--- config.mk ---
export PLATFORM = sky130hd
export DESIGN_NAME = rgb_matrix_colour_convert_flat
export DESIGN_NICKNAME = d
export VERILOG_FILES = /design/src/rtl/rmcc_pkg.sv /design/src/rtl/rmcc_pix_if.sv /design/src/rtl/rmcc_cfg_regs.sv /design/src/rtl/rmcc_row_mac.sv /design/src/rtl/rgb_matrix_colour_convert.sv /design/src/flat_wrapper.sv
export SDC_FILE = /design/constraint.sdc
export NUM_CORES = 2
export LEC_CHECK = 0
export BUFFER_PORTS_ARGS = -buffer_cell sky130_fd_sc_hd__buf_2
export CAP_MARGIN = 20
export CORE_UTILIZATION = 65
export CTS_CLUSTER_SIZE = 24
export DETAILED_ROUTE_END_ITERATION = 10
export GPL_ROUTABILITY_DRIVEN = 0
export PLACE_DENSITY = 0.86
export SYNTH_ARGS = -nofsm -noshare
export SYNTH_HDL_FRONTEND = slang
export SYNTH_SLANG_ARGS = --single-unit
--- constraint.sdc ---
create_clock -name clk -period 8.6 [get_ports clk]
set_clock_uncertainty 0.15 [all_clocks]
set_input_delay 1.29 -clock clk [delete_from_list [all_inputs] [get_ports clk]]
set_output_delay 1.29 -clock clk [all_outputs]
set_load 0.02 [all_outputs]
--- src/rtl/rmcc_pkg.sv ---
// Shared types and constants of the RGB matrix color converter.
package rmcc_pkg;

	localparam int COEF_WIDTH  = 16;
	localparam int PIXEL_WIDTH = 8;
	localparam int FRAC_BITS   = 12;
	localparam int OUT_WIDTH   = 26;
	localparam int NUM_ROWS    = 3;
	localparam int ROW_WIDTH   = NUM_ROWS * COEF_WIDTH;
	localparam int PROD_WIDTH  = COEF_WIDTH + PIXEL_WIDTH + 1;
	localparam int SUM_WIDTH   = PROD_WIDTH + 2;
	localparam int CFG_IDX_W   = 3;

	// Coefficient slots inside a row word, packed high to low as R, G, B.
	localparam int SLOT_RED   = 2;
	localparam int SLOT_GREEN = 1;
	localparam int SLOT_BLUE  = 0;

	typedef enum logic [CFG_IDX_W-1:0] {
		CFG_ROW0 = 3'd0,
		CFG_ROW1 = 3'd1,
		CFG_ROW2 = 3'd2,
		CFG_MODE = 3'd3
	} cfg_idx_t;

	typedef enum logic {
		MODE_MATRIX = 1'b0,
		MODE_CMY    = 1'b1
	} conv_mode_t;

	localparam logic [COEF_WIDTH-1:0] COEF_ONE  = COEF_WIDTH'(1 << FRAC_BITS);
	localparam logic [COEF_WIDTH-1:0] COEF_ZERO = '0;

	localparam logic [ROW_WIDTH-1:0] ROW0_RESET = {COEF_ONE, COEF_ZERO, COEF_ZERO};
	localparam logic [ROW_WIDTH-1:0] ROW1_RESET = {COEF_ZERO, COEF_ONE, COEF_ZERO};
	localparam logic [ROW_WIDTH-1:0] ROW2_RESET = {COEF_ZERO, COEF_ZERO, COEF_ONE};

	typedef logic [PIXEL_WIDTH-1:0] pixel_t;
	typedef logic signed [OUT_WIDTH-1:0] chan_t;

	typedef struct packed {
		pixel_t red;
		pixel_t green;
		pixel_t blue;
	} pix_t;

	typedef struct packed {
		logic [NUM_ROWS-1:0][ROW_WIDTH-1:0] row;
		conv_mode_t                          mode;
	} cfg_t;

	localparam cfg_t CFG_RESET = '{
		row:  {ROW2_RESET, ROW1_RESET, ROW0_RESET},
		mode: MODE_MATRIX
	};

	// Load strobes of the datapath stages behind the input register.
	typedef struct packed {
		logic s2;
		logic s3;
	} pipe_ld_t;

endpackage

--- src/rtl/rmcc_pix_if.sv ---
// Pixel request channel and converted channel result interfaces.
interface rmcc_pix_if;
	import rmcc_pkg::*;

	logic   valid;
	logic   ready;
	pixel_t red;
	pixel_t green;
	pixel_t blue;

	modport source (output valid, output red, output green, output blue, input ready);
	modport sink   (input valid, input red, input green, input blue, output ready);
endinterface

interface rmcc_chan_if;
	import rmcc_pkg::*;

	logic  valid;
	logic  ready;
	chan_t chan0;
	chan_t chan1;
	chan_t chan2;

	modport source (output valid, output chan0, output chan1, output chan2, input ready);
	modport sink   (input valid, input chan0, input chan1, input chan2, output ready);
endinterface

--- src/rtl/rmcc_cfg_regs.sv ---
// Configuration register file: three coefficient rows and the conversion mode.
module rmcc_cfg_regs (
	input  logic                             clk,
	input  logic                             arst_n,
	input  logic                             cfg_we,
	input  logic [rmcc_pkg::CFG_IDX_W-1:0]   cfg_idx,
	input  logic [rmcc_pkg::ROW_WIDTH-1:0]   cfg_wdata,
	output rmcc_pkg::cfg_t                   cfg
);
	import rmcc_pkg::*;

	cfg_t cfg_q;

	always_ff @(posedge clk or negedge arst_n) begin
		if (!arst_n) begin
			cfg_q <= CFG_RESET;
		end else if (cfg_we) begin
			unique case (cfg_idx)
				CFG_ROW0: cfg_q.row[0] <= cfg_wdata;
				CFG_ROW1: cfg_q.row[1] <= cfg_wdata;
				CFG_ROW2: cfg_q.row[2] <= cfg_wdata;
				CFG_MODE: cfg_q.mode <= conv_mode_t'(cfg_wdata[0]);
				default: ;
			endcase
		end
	end

	assign cfg = cfg_q;

endmodule

--- src/rtl/rmcc_row_mac.sv ---
// One output channel: three products in the second stage, their sum (or the CMY complement) in the third.
module rmcc_row_mac (
	input  logic                           clk,
	input  rmcc_pkg::pipe_ld_t             ld,
	input  logic [rmcc_pkg::ROW_WIDTH-1:0] coefs,
	input  rmcc_pkg::pix_t                 pix_s1,
	input  rmcc_pkg::pixel_t               comp_s1,
	input  rmcc_pkg::conv_mode_t           mode_s1,
	output rmcc_pkg::chan_t                chan
);
	import rmcc_pkg::*;

	logic signed [COEF_WIDTH-1:0]  coef_r;
	logic signed [COEF_WIDTH-1:0]  coef_g;
	logic signed [COEF_WIDTH-1:0]  coef_b;
	logic signed [PIXEL_WIDTH:0]   px_r;
	logic signed [PIXEL_WIDTH:0]   px_g;
	logic signed [PIXEL_WIDTH:0]   px_b;
	logic signed [PROD_WIDTH-1:0]  prod_r_s2;
	logic signed [PROD_WIDTH-1:0]  prod_g_s2;
	logic signed [PROD_WIDTH-1:0]  prod_b_s2;
	pixel_t                        cmy_s2;
	conv_mode_t                    mode_s2;
	logic signed [SUM_WIDTH-1:0]   sum;
	chan_t                         chan_s3;

	assign coef_r = $signed(coefs[SLOT_RED*COEF_WIDTH +: COEF_WIDTH]);
	assign coef_g = $signed(coefs[SLOT_GREEN*COEF_WIDTH +: COEF_WIDTH]);
	assign coef_b = $signed(coefs[SLOT_BLUE*COEF_WIDTH +: COEF_WIDTH]);
	assign px_r   = $signed({1'b0, pix_s1.red});
	assign px_g   = $signed({1'b0, pix_s1.green});
	assign px_b   = $signed({1'b0, pix_s1.blue});

	always_ff @(posedge clk) begin
		if (ld.s2) begin
			prod_r_s2 <= coef_r * px_r;
			prod_g_s2 <= coef_g * px_g;
			prod_b_s2 <= coef_b * px_b;
			cmy_s2    <= {PIXEL_WIDTH{1'b1}} - comp_s1;
			mode_s2   <= mode_s1;
		end
	end

	assign sum = SUM_WIDTH'(prod_r_s2) + SUM_WIDTH'(prod_g_s2) + SUM_WIDTH'(prod_b_s2);

	// The matrix sum never exceeds the channel range, so truncation is exact.
	always_ff @(posedge clk) begin
		if (ld.s3) begin
			if (mode_s2 == MODE_CMY) begin
				chan_s3 <= OUT_WIDTH'({cmy_s2, {FRAC_BITS{1'b0}}});
			end else begin
				chan_s3 <= OUT_WIDTH'(sum);
			end
		end
	end

	assign chan = chan_s3;

endmodule

--- src/rtl/rgb_matrix_colour_convert.sv ---
// Pipeline: an accepted request passes the input, product and sum registers.
// Throughput: one pixel per cycle; the three-stage register pipeline with
// per-stage valid bits fills any bubble and holds everything on a stall.
// Reset: arst_n clears the stage valid bits and loads identity coefficients
// with the matrix mode; payload registers are not reset.
module rgb_matrix_colour_convert (
	input  logic                           clk,
	input  logic                           arst_n,
	input  logic                           cfg_we,
	input  logic [rmcc_pkg::CFG_IDX_W-1:0] cfg_idx,
	input  logic [rmcc_pkg::ROW_WIDTH-1:0] cfg_wdata,
	rmcc_pix_if.sink                       pix,
	rmcc_chan_if.source                    res
);
	import rmcc_pkg::*;

	cfg_t       cfg;
	logic       v_s1;
	logic       v_s2;
	logic       v_s3;
	logic       en_s1;
	logic       en_s2;
	logic       en_s3;
	pipe_ld_t   ld;
	pix_t       pix_s1;
	conv_mode_t mode_s1;
	chan_t      chan [NUM_ROWS];

	rmcc_cfg_regs u_cfg (
		.clk       (clk),
		.arst_n    (arst_n),
		.cfg_we    (cfg_we),
		.cfg_idx   (cfg_idx),
		.cfg_wdata (cfg_wdata),
		.cfg       (cfg)
	);

	// A stage may take new data when it is empty or its content moves on.
	assign en_s3 = !v_s3 || res.ready;
	assign en_s2 = !v_s2 || en_s3;
	assign en_s1 = !v_s1 || en_s2;
	assign pix.ready = en_s1;
	assign ld.s2 = en_s2 && v_s1;
	assign ld.s3 = en_s3 && v_s2;

	always_ff @(posedge clk or negedge arst_n) begin
		if (!arst_n) begin
			v_s1 <= 1'b0;
			v_s2 <= 1'b0;
			v_s3 <= 1'b0;
		end else begin
			if (en_s1) v_s1 <= pix.valid;
			if (en_s2) v_s2 <= v_s1;
			if (en_s3) v_s3 <= v_s2;
		end
	end

	always_ff @(posedge clk) begin
		if (en_s1 && pix.valid) begin
			pix_s1.red   <= pix.red;
			pix_s1.green <= pix.green;
			pix_s1.blue  <= pix.blue;
			mode_s1      <= cfg.mode;
		end
	end

	rmcc_row_mac u_row0 (
		.clk     (clk),
		.ld      (ld),
		.coefs   (cfg.row[0]),
		.pix_s1  (pix_s1),
		.comp_s1 (pix_s1.red),
		.mode_s1 (mode_s1),
		.chan    (chan[0])
	);

	rmcc_row_mac u_row1 (
		.clk     (clk),
		.ld      (ld),
		.coefs   (cfg.row[1]),
		.pix_s1  (pix_s1),
		.comp_s1 (pix_s1.green),
		.mode_s1 (mode_s1),
		.chan    (chan[1])
	);

	rmcc_row_mac u_row2 (
		.clk     (clk),
		.ld      (ld),
		.coefs   (cfg.row[2]),
		.pix_s1  (pix_s1),
		.comp_s1 (pix_s1.blue),
		.mode_s1 (mode_s1),
		.chan    (chan[2])
	);

	assign res.valid = v_s3;
	assign res.chan0 = chan[0];
	assign res.chan1 = chan[1];
	assign res.chan2 = chan[2];

`ifndef SYNTHESIS
	// Requests are refused only when every stage holds an item.
	a_full_when_stalled: assert property (@(posedge clk) disable iff (!arst_n)
		!pix.ready |-> (v_s1 && v_s2 && v_s3))
		else $error("pixel request refused with a free stage");

	// An accepted request lands in the first stage.
	a_accept_fills_s1: assert property (@(posedge clk) disable iff (!arst_n)
		(pix.valid && pix.ready) |=> v_s1)
		else $error("accepted pixel lost at first stage");

	// An item leaving the second stage shows up as a result.
	a_s2_moves_to_s3: assert property (@(posedge clk) disable iff (!arst_n)
		(v_s2 && en_s3) |=> v_s3)
		else $error("item lost between second and third stage");
`endif

endmodule
--- src/flat_wrapper.sv ---
// flat-port wrapper written by rule: the top's interface ports become plain ports
module rgb_matrix_colour_convert_flat import rmcc_pkg::*;
  (clk, arst_n, cfg_we, cfg_idx, cfg_wdata, pix_valid, pix_red, pix_green, pix_blue, pix_ready, res_valid, res_chan0, res_chan1, res_chan2, res_ready);
  rmcc_pix_if pix_i ();
  rmcc_chan_if res_i ();
  input  logic clk;
  input  logic arst_n;
  input  logic cfg_we;
  input  logic [rmcc_pkg::CFG_IDX_W-1:0] cfg_idx;
  input  logic [rmcc_pkg::ROW_WIDTH-1:0] cfg_wdata;
  input wire logic [$bits(pix_i.valid)-1:0] pix_valid;
  input wire logic [$bits(pix_i.red)-1:0] pix_red;
  input wire logic [$bits(pix_i.green)-1:0] pix_green;
  input wire logic [$bits(pix_i.blue)-1:0] pix_blue;
  output wire logic [$bits(pix_i.ready)-1:0] pix_ready;
  output wire logic [$bits(res_i.valid)-1:0] res_valid;
  output wire logic [$bits(res_i.chan0)-1:0] res_chan0;
  output wire logic [$bits(res_i.chan1)-1:0] res_chan1;
  output wire logic [$bits(res_i.chan2)-1:0] res_chan2;
  input wire logic [$bits(res_i.ready)-1:0] res_ready;
  assign pix_i.valid = pix_valid;
  assign pix_i.red = pix_red;
  assign pix_i.green = pix_green;
  assign pix_i.blue = pix_blue;
  assign pix_ready = pix_i.ready;
  assign res_valid = res_i.valid;
  assign res_chan0 = res_i.chan0;
  assign res_chan1 = res_i.chan1;
  assign res_chan2 = res_i.chan2;
  assign res_i.ready = res_ready;
  rgb_matrix_colour_convert u_core (.clk(clk), .arst_n(arst_n), .cfg_we(cfg_we), .cfg_idx(cfg_idx), .cfg_wdata(cfg_wdata), .pix(pix_i), .res(res_i));
endmodule
==> metrics <==
status=complete, no violations; Post-CTS Repair Setup Buffers=0; overall die width=roughly 310 µm; Synth async-reset ratio=0.295; CP Max Fanout=29; Max Transition Viols Final=0; Hold Crit Start=u_core.mode_s1; Slew HR=0.243; grt total ovfl=0; max incr delay on CP=between 1000 and 1500 ps; Syn. warnings=0; FF-to-FF Start=u_core.pix_s1[21]; Post-Route WL=~150,000 µm; CP Launch Point=u_core.pix_s1[21]; register area share after synthesis=0.226; Clock H-tree levels=2; clk buf depth=3; largest net degree at the start of global routing=between 100 and 150; gr usage total=0.325; Design Area, Final=around 67,000 µm²; EDFF count, synth=353; nets@finish=about 8,000; drt pass-1 iters=6; CTS tree=built; routed len/inst=20.0 µm; Iter 0 DRT Violations=a little over 4,000; cell area after synthesis=approximately 63,000 µm²; post-synthesis cell count=between 6,000 and 7,000; Worst-path clk slew=approximately 60 ps; RSZ-0062 raised after global routing=false; io pins=160; syn_area_per_cell=~10 µm²; initial antenna violation count=12; Post-DRT Antenna Nets=0; crit path kind=reg -> reg; Max Fclk=between 0.15 and 0.2 GHz; most used cell, CP=fa_1; number of synthesized register bits=approximately 500; post-synthesis xor/xnor area fraction=0.0345; commonest non-fill, non-tap cell in the layout=inv_1; Worst-Skew Late Latency=~700 ps; Yosys cell types=between 80 and 90; top cells by area, synth=fa_1 (32%), edfxtp_1 (17%), ha_1 (10%); Post-Synth Adder-Cell Area=0.419; share of layout cells above drive strength 1=0.0737; largest family of logic cells by synthesized area=adder cells; final setup vio count=0; CTS Hold Bufs=0; crit path time final=6350 ps; type of origin of the critical path=register; area leader, netlist=fa_1; vias in the first global route=approximately 47,000; Via density=between 5 and 6; die area=between 90,000 and 100,000 µm²; DR vias=between 40,000 and 50,000; Required @ worst endpoint=just under 9000 ps; synthesis-to-finish area growth=6.54%; fillers=roughly 6,700; Die Height=about 310 µm; worst hold path type=reg -> reg; Final Hold Fails=0; PostCTS Resize Cnt=0; Worst EP arrival=between 6000 and 7000 ps; Initial Util=0.655; post-route insts no fill=7,701; Compound-Gate Fraction of Synth Area=0.0698; Worst Setup End Kind=register; final core occ=0.698; critical-path cell list=buf_4, nand2_1, fa_1, fa_1, inv_1, fa_1, inv_1, fa_1, inv_1, ha_1, nor3_1, o21ai_0, a211oi_1, o31ai_1, a21oi_1, o21ai_0, a21oi_1, xnor2_1; final setup TNS=0 ps; clock root cell=clkbuf_16; clock buffer count from CTS=57; Final period util=0.739; commonest non-fill, non-tap cells in the layout=inv_1 (1,388), fa_1 (996), and2_1 (645); top-area cell type share of the netlist area=0.315; post-placement cell count=approximately 7,600; placed inst area=around 65,000 µm²; Sink Count=501; mux share of post-synthesis cell area=0.0265; I/O Buffers=~160; Post-Synth Simple-Gate Area=0.130; drt drc=0; DP Wirelength=roughly 120,000 µm; total of max-cap violations=0; Core Footprint=approximately 97,000 µm²; syn nets=~8,000; slowest stage cell, crit path=edfxtp_1; Worst-Margin Slew=1130 ps; commonest register cell after synthesis=edfxtp_1; first-pass GRT wire length=~250,000 µm; FP Rows=114
stage by stage:
| stage | hold slack [ps] | setup WS [ps] |
|---|---|---|
| final | 267 | 2250 |
| after CTS | 270 | 2420 |
| after global routing | 289 | 2030 |
| after detailed placement | 258 | 2460 |
| after floorplan | 250 | 749 |
| after global placement | 256 | 2640 |
critical path, delay by kind of cell (launching register included):
kind | cells | cell delay [ps]
adders and majority gates | 5 | 2240
and+or+nand+nor | 2 | 330
buffers and inverters | 4 | 560
DFF | 1 | 1080
xor gates and xnor gates | 1 | 90
AOI/OAI and AO/OA | 6 | 1570
layout make-up:
class                           instances  area (µm²)  area share
Multi-Input combinational cell       4231       43000       0.639
Antenna cell                            3        7.51    0.000111
Clock buffer                           76        1650      0.0245
Timing Repair Buffer                  195        1080      0.0161
Inverter                             1388        5210      0.0773
Tap cell                             1276        1600      0.0237
Sequential cell                       501       14300       0.212
Clock inverter                         31         487     0.00722
final timing paths:
| kind | end | slack [ps] | cells past startpoint |
|---|---|---|---|
| max in group asynchronous | u_core.v_s1 | 6670 | 2 |
| min in group asynchronous | u_core.u_cfg.cfg[80] | 310 | 1 |
| hold reg to reg | u_core.u_row0.mode_s2 | 270 | 0 |
| setup / recovery | u_core.u_row2.prod_r_s2[24] | 2250 | 18 |
| setup reg to reg | u_core.u_row2.prod_r_s2[24] | 2250 | 18 |
| hold / removal | u_core.u_row0.mode_s2 | 270 | 0 |
registers in the layout, indices dropped and copies added, names as in the netlist, 26 cells and up:
name,cells
u_core.u_row1.chan,26
u_core.u_cfg.cfg,145
u_core.u_row0.chan,26
u_core.u_row2.chan,26
cell usage after synthesis (15+ instances only):
library cell and instances:
a211oi_1 20, a21o_1 100, a21oi_1 215, a31oi_1 21, and2_1 648, and3_1 15, clkbuf_1 180, dfrtp_1 145
edfxtp_1 353, fa_1 996, ha_1 522, inv_1 1388, mux2_2 146, nand2_1 639, nand2b_1 33, nand3_1 37
nor2_1 148, nor2b_1 32, nor3_1 30, o21a_1 37, o21ai_0 144, o21bai_1 23, xnor2_1 166, xor2_1 83
per-layer routing:
metal | share of wire | track usage | routed length (µm) | vias to the layer above
li1 | - | - | - | 19738
met1 | 0.38 | 0.416 | 58000 | 22543
met2 | 0.48 | 0.530 | 73300 | 2040
met3 | 0.090 | 0.0609 | 13800 | 433
met4 | 0.058 | 0.168 | 8900 | 10
met5 | 0.00049 | 0 | 75 | -
logic make-up after synthesis:
| logic type | count (synthesis) |
|---|---|
| and+or+nand+nor | 1635 |
| buffers and inverters | 1583 |
| muxes | 149 |
| xor gates and xnor gates | 249 |
| AOI/OAI and AO/OA | 680 |
| DFF | 501 |
| adders and majority gates | 1518 |
Power is left out: the tool's default activity adds up to more than one toggle a clock period on the data nets, which glitch-free logic cannot reach.
